### config.mk
export PLATFORM = sky130hd
export DESIGN_NAME = tvfs_axis
export DESIGN_NICKNAME = d
export VERILOG_FILES = /design/src/sv/trilinear_vector_field_sampler_assert.svh /design/src/sv/tvfs_pkg.sv /design/src/sv/tvfs_axis.sv
export SDC_FILE = /design/constraint.sdc
export NUM_CORES = 1
export LEC_CHECK = 0
export BUFFER_PORTS_ARGS = -buffer_cell sky130_fd_sc_hd__buf_2
export CORE_ASPECT_RATIO = 1.4
export CORE_UTILIZATION = 45
export CTS_CLUSTER_SIZE = 28
export DETAILED_ROUTE_END_ITERATION = 6
export REMOVE_ABC_BUFFERS = 1
export SLEW_MARGIN = 20
export SYNTH_ARGS = -nofsm -noshare
export SYNTH_HDL_FRONTEND = slang
export SYNTH_SLANG_ARGS = --single-unit
### constraint.sdc
create_clock -name clk -period 9.9 [get_ports clk]
set_clock_uncertainty 0.1 [all_clocks]
set_input_delay 1.98 -clock clk [delete_from_list [all_inputs] [get_ports clk]]
set_output_delay 1.98 -clock clk [all_outputs]
set_load 0.005 [all_outputs]
### src/sv/trilinear_vector_field_sampler_assert.svh
// Assertion macros for the trilinear vector field sampler.
`ifndef TRILINEAR_VECTOR_FIELD_SAMPLER_ASSERT_SVH
`define TRILINEAR_VECTOR_FIELD_SAMPLER_ASSERT_SVH

// The consequent must hold in the same cycle as the antecedent.
`define TVFS_ASSERT_IMP(lbl, clk, rst, ante, cons, msg) \
  lbl: assert property (@(posedge clk) disable iff (rst) (ante) |-> (cons)) \
    else $error(msg);

// The consequent must hold in the cycle after the antecedent.
`define TVFS_ASSERT_NXT(lbl, clk, rst, ante, cons, msg) \
  lbl: assert property (@(posedge clk) disable iff (rst) (ante) |=> (cons)) \
    else $error(msg);

`endif

### src/sv/tvfs_pkg.sv
// Shared types, codes and constants of the trilinear vector field sampler.
package tvfs_pkg;

  localparam int GRID_MAX_DEF  = 32;
  localparam int COMP_BITS_DEF = 16;

  // Fixed field widths of the item payloads.
  localparam int VOX_W    = 5;
  localparam int COMP_W   = 16;
  localparam int COORD_W  = 18;
  localparam int SIZE_W   = 6;
  localparam int CFG_IDX_W = 2;
  localparam int FRAC_W   = 16;
  localparam int WEIGHT_W = FRAC_W + 1;

  typedef logic        [VOX_W-1:0]     vox_t;
  typedef logic signed [COMP_W-1:0]    comp_t;
  typedef logic signed [COORD_W-1:0]   coord_t;
  typedef logic        [SIZE_W-1:0]    size_t;
  typedef logic        [CFG_IDX_W-1:0] cfg_idx_t;
  typedef logic        [WEIGHT_W-1:0]  weight_t;

  // Action codes of an input item.
  localparam logic ACT_WRITE = 1'b0;
  localparam logic ACT_QUERY = 1'b1;

  // Kind codes of a result item.
  localparam logic KIND_ACK    = 1'b0;
  localparam logic KIND_SAMPLE = 1'b1;

  // Configuration register indexes.
  localparam cfg_idx_t CFG_SIZE_X = 2'd0;
  localparam cfg_idx_t CFG_SIZE_Y = 2'd1;
  localparam cfg_idx_t CFG_SIZE_Z = 2'd2;

  localparam size_t SIZE_RESET = 6'd32;

  // 1.0 in the Q.16 weight format.
  localparam weight_t ONE_Q16 = 17'h10000;

  localparam int SAMPLE_MAX = 32767;
  localparam int SAMPLE_MIN = -32768;

endpackage

### src/sv/tvfs_axis.sv
// One axis of a query: scale by the grid size, clamp, split into corners and weights.
module tvfs_axis #(
  parameter int GRID_MAX = tvfs_pkg::GRID_MAX_DEF
) (
  input  logic                          clk,
  input  tvfs_pkg::coord_t              coord,
  input  tvfs_pkg::size_t               size_reg,
  output logic [$clog2(GRID_MAX)-1:0]   lo,
  output logic [$clog2(GRID_MAX)-1:0]   hi,
  output tvfs_pkg::weight_t             w_lo,
  output tvfs_pkg::weight_t             w_hi
);

  localparam int AXB  = $clog2(GRID_MAX);
  localparam int SW   = $clog2(GRID_MAX + 1);
  localparam int PW_A = tvfs_pkg::COORD_W + SW + 1;
  localparam int FW   = tvfs_pkg::FRAC_W;

  logic [SW-1:0]          s;
  logic [SW-1:0]          s_m1;
  logic signed [PW_A-1:0] p_r;
  logic signed [PW_A-1:0] top;
  logic signed [PW_A-1:0] pc;
  logic [FW-1:0]          frac;
  logic [AXB-1:0]         lo_c;

  // A zero size counts as one; a size beyond the store saturates.
  always_comb begin
    if (size_reg == '0) begin
      s = SW'(1);
    end else if (32'(size_reg) > GRID_MAX) begin
      s = SW'(GRID_MAX);
    end else begin
      s = SW'(size_reg);
    end
  end

  assign s_m1 = s - SW'(1);
  assign top  = PW_A'({s_m1, {FW{1'b0}}});

  always_comb begin
    if (p_r < 0) begin
      pc = '0;
    end else if (p_r > top) begin
      pc = top;
    end else begin
      pc = p_r;
    end
  end

  assign frac = pc[FW-1:0];
  assign lo_c = pc[FW +: AXB];

  always_ff @(posedge clk) begin
    p_r  <= coord * $signed({1'b0, s});
    lo   <= lo_c;
    hi   <= (frac != '0) ? AXB'(lo_c + AXB'(1)) : lo_c;
    w_hi <= {1'b0, frac};
    w_lo <= tvfs_pkg::ONE_Q16 - {1'b0, frac};
  end

endmodule

* Word-level counts from Yosys, hierarchy flattened
Index checks and enable logic that the tools add are counted.
Cells by class: $add $sub $neg 3, multiply operators 1, $lt $le $gt $ge 3, mux-type cells 5, reductions and logical operators 2
Operators by type and width (number):
- 2-to-1 mux 21 bit | 2
- > comparator 25 x 23 -> 1 bit | 1
- less-than comparator 25 x 1 -> 1 bit (second input constant) | 1
- multiplier 18 x 7 -> 25 bit | 1
- subtractor 17 x 16 -> 17 bit (first input constant) | 1
- nonzero test 16 bit | 1
- 2-to-1 mux 6 bit | 2
- > comparator 6 bit (second input constant) | 1
- zero test 6 bit | 1
- subtractor 6 x 1 -> 6 bit (second input constant) | 1
- adder 5 x 1 -> 5 bit (second input constant) | 1
- 2-to-1 mux 5 bit | 1
Storage, ports and cells: register bits 68, input port bits 25, output and inout bits 44

* Depth between registers and ports, before layout
Gate-level depths: netlist of run 1.
depth in word-level cells 9, mapped depth 25, mapped depth without buffers 21

* Least setup slack after synthesis of run 1
Ideal clock, no wire load.
path kind input-to-reg, start in size_reg[5], end reg p_r[23], setup time 0.072 ns, arrival 6.545 ns, data required time 9.728 ns, setup slack 3.183 ns, stages on the path 18, path buffers 2, cell sequence clkbuf_1 > nor2b_1 > buf_1 > and2_1 > fa_1 > fa_1 > fa_1 > inv_1 > fa_1 > inv_1 > ha_1 > a21oi_1 > o21ai_0 > a31oi_1 > o31ai_1 > or4_1 > a31oi_1 > xnor2_1
Between the ends: word-level cells in the longest chain between the ends 4
Ends and longest elaborated chain:
- start, declared | line tvfs_axis.sv:7 | input tvfs_pkg::size_t size_reg,
- > comparator 6 bit | line tvfs_axis.sv:31 | end else if (32'(size_reg) > GRID_MAX) begin
- 2-to-1 mux 6 bit | line tvfs_axis.sv:31
- 2-to-1 mux 6 bit (*) | line tvfs_axis.sv:29 | if (size_reg == '0) begin
- multiplier 18 x 7 -> 25 bit (*) | line tvfs_axis.sv:55 | p_r <= coord * $signed({1'b0, s});
- end signal, assigned | line tvfs_axis.sv:55
- end, declared | line tvfs_axis.sv:21 | logic signed [PW_A-1:0] p_r;
Every way passes the cells marked *; elsewhere a longest branch is shown, timed or not.

* Worst setup path after layout of run 1
start in size_reg[3], end reg hi[0]
Between the ends: word-level cells in the longest chain between the ends 9
Ends and longest elaborated chain:
- > comparator 6 bit | line tvfs_axis.sv:31
- 2-to-1 mux 6 bit | line tvfs_axis.sv:31
- 2-to-1 mux 6 bit (*) | line tvfs_axis.sv:29
- subtractor 6 x 1 -> 6 bit (*) | line tvfs_axis.sv:38 | assign s_m1 = s - SW'(1);
- > comparator 25 x 23 -> 1 bit | line tvfs_axis.sv:44 | end else if (p_r > top) begin
- 2-to-1 mux 21 bit (*) | line tvfs_axis.sv:44
- 2-to-1 mux 21 bit (*) | line tvfs_axis.sv:42 | if (p_r < 0) begin
- adder 5 x 1 -> 5 bit / nonzero test 16 bit (equally long branches) | line tvfs_axis.sv:57 | hi <= (frac != '0) ? AXB'(lo_c + AXB'(1)) : lo_c;
- 2-to-1 mux 5 bit (*) | line tvfs_axis.sv:57
- end signal, assigned | line tvfs_axis.sv:57
- end, declared | line tvfs_axis.sv:9 | output logic [$clog2(GRID_MAX)-1:0] hi,
Marks and branches as above.

==> results of run 1 <==
stage by stage:
step	cell area [um2]	utilization	total power, uW	instances
finish	7140	0.529	1370	926
global route	7140	0.529	1490	926
CTS	7140	0.529	1380	926
detailed placement	6800	0.503	1020	910
global placement	6800	0.503	1010	910
floorplan	6190	-	855	656
worst register-to-register path: stages (launching register included):
cell and delay [ns]:
sky130_fd_sc_hd__dfxtp_1 0.33, sky130_fd_sc_hd__or4_4 0.57, sky130_fd_sc_hd__or3_4 0.41, sky130_fd_sc_hd__or2_4 0.28, sky130_fd_sc_hd__o41a_1 0.74, sky130_fd_sc_hd__nor2_1 0.20, sky130_fd_sc_hd__buf_4 0.22, sky130_fd_sc_hd__nand2_1 0.10
sky130_fd_sc_hd__ha_1 0.42, sky130_fd_sc_hd__or4b_2 0.35, sky130_fd_sc_hd__a41o_1 0.17, sky130_fd_sc_hd__nor2_1 0.11, sky130_fd_sc_hd__o31ai_4 0.28, sky130_fd_sc_hd__o21ai_0 0.17, sky130_fd_sc_hd__xnor2_1 0.14
cells by family (layout without fill, tap and decap cells):
kind of cell	after synthesis	count (layout)
adders and majority gates	134	134
xor gates and xnor gates	38	38
DFF	67	67
AOI/OAI and AO/OA	91	91
and+or+nand+nor	219	219
muxes	1	1
other	2	2
buffers and inverters	125	192
sequential cells by signal (all words and copies together) (netlist names):
| register | flops |
|---|---|
| hi | 5 |
| lo | 5 |
| p_r | 25 |
| w_lo | 17 |
| w_hi | 15 |
power groups by stage:
stage	combinational, uW	sequential, uW	clock [uW]
after detailed placement	593	428	0
final	591	422	356
after global routing	679	434	374
after floorplan	437	418	0
after CTS	598	423	363
after global placement	584	424	0
cell usage after synthesis, drive strengths merged (7+ instances only):
| cell type | number |
|---|---|
| a21o | 8 |
| a21oi | 26 |
| and2 | 101 |
| buf | 7 |
| clkbuf | 14 |
| dfxtp | 67 |
| fa | 75 |
| ha | 59 |
| inv | 104 |
| nand2 | 40 |
| nand3 | 7 |
| nor2 | 29 |
| o21ai | 17 |
| xnor2 | 24 |
| xor2 | 14 |
worst paths after layout:
path               startpoint        to  slack (ns)
setup / recovery  size_reg[3]     hi[0]        2.49
hold / removal        p_r[11]  w_hi[11]        0.38
setup reg to reg       p_r[4]     hi[3]        5.21
hold reg to reg       p_r[11]  w_hi[11]        0.38
cell type report:
| cell class | instances | area share |
|---|---|---|
| clock buffers | 12 | 0.0345 |
| clock inverters | 4 | 0.0137 |
| inverters | 104 | 0.0547 |
| multi-input cells | 485 | 0.625 |
| flip-flops and latches | 67 | 0.188 |
| well taps | 182 | 0.0319 |
| repair buffers | 72 | 0.0522 |
metal layers:
layer | track usage | wire [um]
met1 | 0.224 | 5280
met2 | 0.347 | 6570
met3 | 0.0231 | 356
met4 | 0.0632 | 182
met5 | 0 | 0
==> metrics.log, run 1 <==
INFO  metric setup_repair_after_global_routing_missed_its_margin = false
INFO  metric hp-class = reg2reg
INFO  metric cts-htree-levels = 3
INFO  metric globalRoute.totalOverflow = 0
INFO  metric hold_slack = between 0.3 and 0.4 ns
INFO  metric core_area = between 10000 and 15000 um2
INFO  metric final_critical_path_setup_slack = roughly 2.5 ns
INFO  metric synthAdderAreaFrac = 0.355
INFO  metric synth-seq-area-share = 0.213
INFO  metric floorplan.rows = 50
INFO  metric path_cells = buf_2 -> nor4_1 -> nor2_1 -> nor2_1 -> buf_4 -> inv_1 -> ha_1 -> xor2_1 -> inv_1 -> ha_1 -> a21oi_1 -> a21o_1 -> nand3_1 -> o41a_1 -> nor2_1 -> buf_4 -> nand2_1 -> ha_1 -> or4b_2 -> a41o_1 -> nor2_1 -> xnor2_1 -> o22a_1 -> o21bai_1
INFO  metric syn_area = 6310 um2
INFO  metric multi_input_area = between 4000 and 5000 um2
INFO  metric worst_reg2reg_path_depth = 14
INFO  metric async_flop_share = 0
INFO  metric fin_setup_tns = 0 ns
INFO  metric grt_pass1_wl = roughly 22000 um
INFO  metric max-cap-violations = 0
INFO  metric muxShareOfSynthArea = 0.00159
INFO  metric worst_path_largest_cell_delay = between 0.7 and 0.8 ns
INFO  metric cts_num_sinks = 67
INFO  metric synth.top_cell.area_share = 0.238
INFO  metric p_int = between 800 and 900 uW
INFO  metric power.static_leakage = roughly 0.0036 uW
INFO  metric critical_path.n_buffers_inverters = 5
INFO  metric worst_ep_required_time = roughly 10 ns
INFO  metric critical_path.endpoint_type = register
INFO  metric layout-area-overhead-vs-synth = 13.2%
INFO  metric floorplan.initialDensity = 0.467
INFO  metric maxSlewViolCount = 0
INFO  metric synthDistinctLibCells = between 60 and 70
INFO  metric combinational_family_with_the_most_area_after_synthesis = adder cells
INFO  metric yosysTopAreaCell = sky130_fd_sc_hd__fa_1
INFO  metric hold_depth = 1
INFO  metric power.net_switching = just under 500 uW
INFO  metric clock-root-buffer = sky130_fd_sc_hd__clkbuf_16
INFO  metric min_period = roughly 7.4 ns
INFO  metric ys.warnings.count = 0
INFO  metric simple_logic_cell_fraction_of_the_synthesized_area = 0.194
INFO  metric track_usage = 0.189
INFO  metric seq_area = approximately 1300 um2
INFO  metric leading_register_cell_type_out_of_synthesis = sky130_fd_sc_hd__dfxtp_1
INFO  metric ios = slightly below 70
INFO  metric wirelength_per_cell = roughly 13 um
INFO  metric pwr-share-clk = 0.260
INFO  metric timing.critical_path.mode_cell = sky130_fd_sc_hd__nor2_1
INFO  metric cp_top_family = simple AND/OR/NAND/NOR gates
INFO  metric drive_gt1_frac = 0.140
INFO  metric postCtsSetupBuffers = 0
INFO  metric pre_cts_ws = approximately 2.1 ns
INFO  metric placement.io_buffers = 67
INFO  metric cp.arrival = ~7.5 ns
INFO  metric tightest_slew = 0.911 ns
INFO  metric worstSetupPathDepth = 24
INFO  metric dieArea = roughly 15000 um2
INFO  metric avgViaCountPerCell = 4.97
INFO  metric fmax = 135 MHz
INFO  metric postSynthCellCount = about 680
INFO  metric maximum_number_of_pins_on_one_net_before_global_route_repair = 25
INFO  metric critical_path_launch_point_type = input port
INFO  metric worstSetupPathType = in2reg
INFO  metric x_dimension_of_the_die = 102 um
INFO  metric synth_compound_area_frac = 0.102
INFO  metric post_cts_resized = 0
INFO  metric clkLatencyLatePin = between 0.3 and 0.4 ns
INFO  metric cts_inserted_buffers = 9
INFO  metric grt_antenna_before_repair = 0
INFO  metric max-slew-margin-rel = 0.393
INFO  metric filler_cell_count = about 1300
INFO  metric setup_violations = 0
INFO  metric antenna_diode_count = 0
INFO  metric floorplan.die.height = ~140 um
INFO  metric place_congestion = 0.860
INFO  metric status = finished, final reports clean
INFO  metric synth_top_cells_by_area = sky130_fd_sc_hd__fa_1 24%, sky130_fd_sc_hd__dfxtp_1 21%, sky130_fd_sc_hd__ha_1 12%
INFO  metric drt_first_pass_iters = 4
INFO  metric register_bit_count_reported_by_yosys = 67
INFO  metric post_synth_edffs = 0
INFO  metric layout_common_cells = 104 x sky130_fd_sc_hd__inv_1, 100 x sky130_fd_sc_hd__and2_1, 75 x sky130_fd_sc_hd__fa_1, 67 x sky130_fd_sc_hd__dfxtp_1, 67 x sky130_fd_sc_hd__buf_2
INFO  metric syn-mean-instance-area = approximately 9.3 um2
INFO  metric p_sw_frac = 0.356
INFO  metric drt.antenna.violating_nets = 0
INFO  metric hold_viol_final = 0
INFO  metric power.share.combinational = 0.432
INFO  metric wirelength = between 10000 and 15000 um
INFO  metric cts_max_path_buffers = 2
INFO  metric seqPwrFrac = 0.308
INFO  metric detail_route.iter0.violations = ~160
INFO  metric parity_gate_share_of_the_synthesized_area_counting_xor_and_xnor_cells = 0.0527
INFO  metric tritoncts = yes
INFO  metric grt_pass1_vias = a little under 5000
INFO  metric most_common_cell_after_layout_fill_and_taps_aside = sky130_fd_sc_hd__inv_1
INFO  metric vdd_ir_drop_max = between 0.09 and 0.1 mV
INFO  metric clk_transition_reported_paths = about 0.05 ns
INFO  metric layout_nets = roughly 900
INFO  metric num_vias = between 4000 and 5000
INFO  metric route.detailed.drc = 0
INFO  metric critical-path-slowest-cell = sky130_fd_sc_hd__o41a_1
INFO  metric postCtsHoldBufs = 0
INFO  metric final.period_utilization = 0.748
INFO  metric dp_hpwl = roughly 10000 um
INFO  metric crit_fanout = 21
INFO  metric power.density_cell_area = roughly 190 nW/um2
Note: power is estimated with default switching activity, not from simulation.
==> run 2: changes to the inputs <==
- ABC_AREA: not set -> 1
- clock period: 9.9 -> 7.1 ns (I/O delays scaled with it)
==> run 2 against run 1 <==
Register-to-register slack worse by 0.83 ns. Worst hold slack improved by 0.0048 ns. Via count increased by 13%. Sequential power up 50%. Flip-flop and latch count stayed put. Critical path type unchanged. Non-clock buffer count did not move. Highest routed layer unchanged. Count of clock-buffer cells in the layout decreased by 2. Global-route usage increased by 1.7 points. Largest power group unchanged.
==> metrics.log, run 2 <==
INFO  metric layout_nets = 1071 (was 898)
INFO  metric setup_repair_after_global_routing_missed_its_margin = false (unchanged)
INFO  metric largest_reg_flops = 25 (unchanged)
INFO  metric setup_violations = 0 (unchanged)
INFO  metric maxSlewViolCount = 0 (unchanged)
INFO  metric worst_reg2reg_path_depth = 14 (unchanged)
INFO  metric dp.cells = 1086 (was 910)
INFO  metric final_critical_path_setup_slack = 1.12 ns (was 2.49 ns)
INFO  metric worst_setup_path_startpoint = size_reg[5] (was size_reg[3])
INFO  metric max-cap-violations = 0 (unchanged)
INFO  metric synth.top_cell.area_share = 0.231 (was 0.238)
INFO  metric post_synth_edffs = 0 (unchanged)
INFO  metric postCtsSetupBuffers = 0 (unchanged)
INFO  metric grt_pass1_wl = 24200 um (was 21800 um)
INFO  metric wirelength_per_cell = 13.0 um (was 13.4 um)
INFO  metric critical_path_launch_point_type = input port (unchanged)
INFO  metric rr_endpoint = w_lo[8] (was hi[3])
INFO  metric leading_register_cell_type_out_of_synthesis = sky130_fd_sc_hd__dfxtp_1 (unchanged)
INFO  metric core_area = 14000 um2 (was 13500 um2)
INFO  metric fin_setup_tns = 0 ns (unchanged)
INFO  metric power.static_leakage = 0.00428 uW (was 0.00364 uW)
INFO  metric fmax = about 170 MHz
INFO  metric globalRoute.totalOverflow = 0 (unchanged)
INFO  metric floorplan.die.height = 144 um (was 142 um)
INFO  metric tightest_slew = 0.560 ns (was 0.911 ns)
INFO  metric synth_top_cells_by_area = sky130_fd_sc_hd__fa_1 23%, sky130_fd_sc_hd__dfxtp_1 21%, sky130_fd_sc_hd__ha_1 11% (was sky130_fd_sc_hd__fa_1 24%, sky130_fd_sc_hd__dfxtp_1 21%, sky130_fd_sc_hd__ha_1 12%)
INFO  metric track_usage = 0.206 (was 0.189)
INFO  metric syn-mean-instance-area = 7.71 um2 (was 9.32 um2)
INFO  metric detail_route.iter0.violations = 172 (was 157)
INFO  metric placement.io_buffers = 67 (unchanged)
INFO  metric power.density_cell_area = 323 nW/um2 (was 192 nW/um2)
INFO  metric drt_first_pass_iters = 4 (unchanged)
INFO  metric post_layout_nonfiller_instances = 1102 (was 926)
INFO  metric maximum_number_of_pins_on_one_net_before_global_route_repair = 25 (unchanged)
INFO  metric grt_pass1_vias = 5155 (was 4906)
INFO  metric drt.antenna.violating_nets = 0 (unchanged)
INFO  metric clk_transition_reported_paths = 0.05 ns (about the same)
INFO  metric dp_hpwl = 12300 um (was 10200 um)
INFO  metric place_area = 7030 um2 (was 6800 um2)
INFO  metric cts_inserted_buffers = 9 (unchanged)
INFO  metric post_route_cell_area = 7340 um2 (was 7140 um2)
INFO  metric final.period_utilization = 0.842
INFO  metric drive_gt1_frac = 0.120 (was 0.140)
INFO  metric postSynthCellCount = 844 (was 677)
INFO  metric synth.most_common_cell = sky130_fd_sc_hd__inv_1 (unchanged)
INFO  metric post_cts_resized = 0 (unchanged)
INFO  metric status = finished, final reports clean (unchanged)
INFO  metric layout_common_cells = 182 x sky130_fd_sc_hd__inv_1, 159 x sky130_fd_sc_hd__nand2_1, 115 x sky130_fd_sc_hd__nor2_1, 75 x sky130_fd_sc_hd__fa_1 (was 104 x sky130_fd_sc_hd__inv_1, 100 x sky130_fd_sc_hd__and2_1, 75 x sky130_fd_sc_hd__fa_1, 67 x sky130_fd_sc_hd__dfxtp_1, 67 x sky130_fd_sc_hd__buf_2)
INFO  metric floorplan.rows = 51 (was 50)
INFO  metric min_from = p_r[1] (was p_r[11])
INFO  metric crit_fanout = 11 (was 21)
INFO  metric x_dimension_of_the_die = 104 um (was 102 um)
INFO  metric top_regs = p_r x25, w_lo x17, w_hi x15 (unchanged)
INFO  metric synth-seq-area-share = 0.206 (was 0.213)
INFO  metric cts_max_path_buffers = 2 (unchanged)
INFO  metric syn_area = 6510 um2 (was 6310 um2)
INFO  metric max-slew-margin-rel = 0.626 (was 0.393)
INFO  metric grt_antenna_before_repair = 0 (unchanged)
INFO  metric largest_register = p_r (unchanged)
INFO  metric cts-htree-levels = 3 (unchanged)
INFO  metric min_period = between 5 and 6 ns
INFO  metric place_congestion = 0.875 (was 0.860)
INFO  metric vdd_ir_drop_max = 0.230 mV (was 0.0997 mV)
INFO  metric postCtsHoldBufs = 0 (unchanged)
INFO  metric worst_r2r_startpoint = p_r[18] (was p_r[4])
INFO  metric yosysTopAreaCell = sky130_fd_sc_hd__fa_1 (unchanged)
INFO  metric cp.arrival = 6.13 ns (was 7.48 ns)
INFO  metric ios = 69 (unchanged)
INFO  metric clkLatencyLatePin = 0.32 ns (about the same)
INFO  metric register_bit_count_reported_by_yosys = 67 (unchanged)
INFO  metric antenna_diode_count = 0 (unchanged)
INFO  metric async_flop_share = 0 (unchanged)
INFO  metric num_vias = 5201 (was 4601)
INFO  metric ys.warnings.count = 0 (unchanged)
INFO  metric dieArea = 15000 um2 (was 14500 um2)
INFO  metric hp-class = reg2reg (unchanged)
INFO  metric hold_viol_final = 0 (unchanged)
INFO  metric worstSetupPathType = in2reg (unchanged)
INFO  metric regToRegSetupSlack = 4.38 ns (was 5.21 ns)
INFO  metric tritoncts = yes (unchanged)
INFO  metric cts_num_sinks = 67 (unchanged)
INFO  metric wirelength = 14300 um (was 12400 um)
INFO  metric pre_cts_ws = 0.823 ns (was 2.12 ns)
INFO  metric critical_path.endpoint_type = register (unchanged)
INFO  metric route.detailed.drc = 0 (unchanged)
INFO  metric avgViaCountPerCell = 4.72 (was 4.97)
INFO  metric synth_cell_count_leaders = 182 x sky130_fd_sc_hd__inv_1, 159 x sky130_fd_sc_hd__nand2_1, 115 x sky130_fd_sc_hd__nor2_1 (was 104 x sky130_fd_sc_hd__inv_1, 100 x sky130_fd_sc_hd__and2_1, 75 x sky130_fd_sc_hd__fa_1)
INFO  metric most_common_cell_after_layout_fill_and_taps_aside = sky130_fd_sc_hd__inv_1 (unchanged)
INFO  metric worst_ep_required_time = 7.26 ns (was 9.97 ns)
INFO  metric floorplan.initialDensity = 0.463 (was 0.467)
INFO  metric clock-root-buffer = sky130_fd_sc_hd__clkbuf_16 (unchanged)
INFO  metric synthDistinctLibCells = 38 (was 62)
INFO  metric layout-area-overhead-vs-synth = 12.8% (was 13.2%)
INFO  metric worstSetupEndpoint = p_r[13] (was hi[0])
-- run 2: cell types whose count changed in the layout (fill, tap and decap cells not counted), sizes merged, moves of 5 or more --
cell and change:
nor2 +94, xnor2 -13, clkinv +5, o21a -6, xor2 +11, or4 -5
nand3 +36, nand4 +5, inv +80, o21ai +5, nand2 +126, and2 -101
-- run 2: per-layer routing --
metal | wire length, um | track usage
met5 | 0 | 0
met4 | 419 | 0.0854
met3 | 388 | 0.0248
met2 | 7810 | 0.412
met1 | 5720 | 0.218
-- run 2: kinds of logic (layout without fill, tap and decap cells) --
kind of cell / after synthesis / count (layout) / share of synthesized area
AOI/OAI and AO/OA: 60 / 60 / 0.0527
xor gates and xnor gates: 36 / 36 / 0.0485
adders and majority gates: 134 / 134 / 0.344
buffers and inverters: 200 / 273 / 0.119
DFF: 67 / 67 / 0.206
other: 2 / 2 / 0.00115
and+or+nand+nor: 345 / 345 / 0.228
-- run 2: worst min path at each step --
stage | to | cells after the start | slack (ns)
after floorplan | w_hi[1] | 2 | 0.33
final | w_hi[1] | 2 | 0.39
after detailed placement | w_hi[1] | 2 | 0.38
after CTS | w_hi[1] | 2 | 0.39
after global placement | w_hi[1] | 2 | 0.38
after global routing | w_hi[1] | 2 | 0.41
-- run 2: power breakdown --
part           leakage [uW]  switching (uW)  total [uW]  internal (uW)
clock              0.000156             145         449            304
combinational       0.00356             808        1290            482
sequential         0.000560            75.6         635            559
-- run 2: final cells by class --
class / instances / area (um2)
inverter: 185 / 694
fill: 1427 / 6700
tap: 185 / 231
clock buffer: 10 / 229
sequential: 67 / 1340
timing repair buffer: 72 / 373
clock inverter: 6 / 80.1
multi-input combinational: 577 / 4390
-- run 2: per-stage QoR --
stage                     power (uW)  utilization  hold slack (ns)
after floorplan                 1590            -            0.333
after global placement          1930        0.501            0.380
after global routing            2620        0.523            0.413
after detailed placement        1940        0.501            0.378
after CTS                       2400        0.523            0.388
final                           2370        0.523            0.385
-- run 2: worst max-delay path: stages --
cell and delay [ns]:
sky130_fd_sc_hd__buf_2 0.14, sky130_fd_sc_hd__clkinv_1 0.16, sky130_fd_sc_hd__nand2_1 0.33, sky130_fd_sc_hd__buf_4 0.27, sky130_fd_sc_hd__nor2_1 0.08, sky130_fd_sc_hd__fa_1 0.53, sky130_fd_sc_hd__fa_1 0.44, sky130_fd_sc_hd__fa_1 0.57
sky130_fd_sc_hd__inv_1 0.06, sky130_fd_sc_hd__fa_1 0.53, sky130_fd_sc_hd__inv_1 0.04, sky130_fd_sc_hd__ha_1 0.35, sky130_fd_sc_hd__nand2_1 0.14, sky130_fd_sc_hd__nor2_1 0.29, sky130_fd_sc_hd__o21ai_0 0.16, sky130_fd_sc_hd__nand2_1 0.13
sky130_fd_sc_hd__a31oi_1 0.08, sky130_fd_sc_hd__o21ai_0 0.26, sky130_fd_sc_hd__xor2_1 0.16
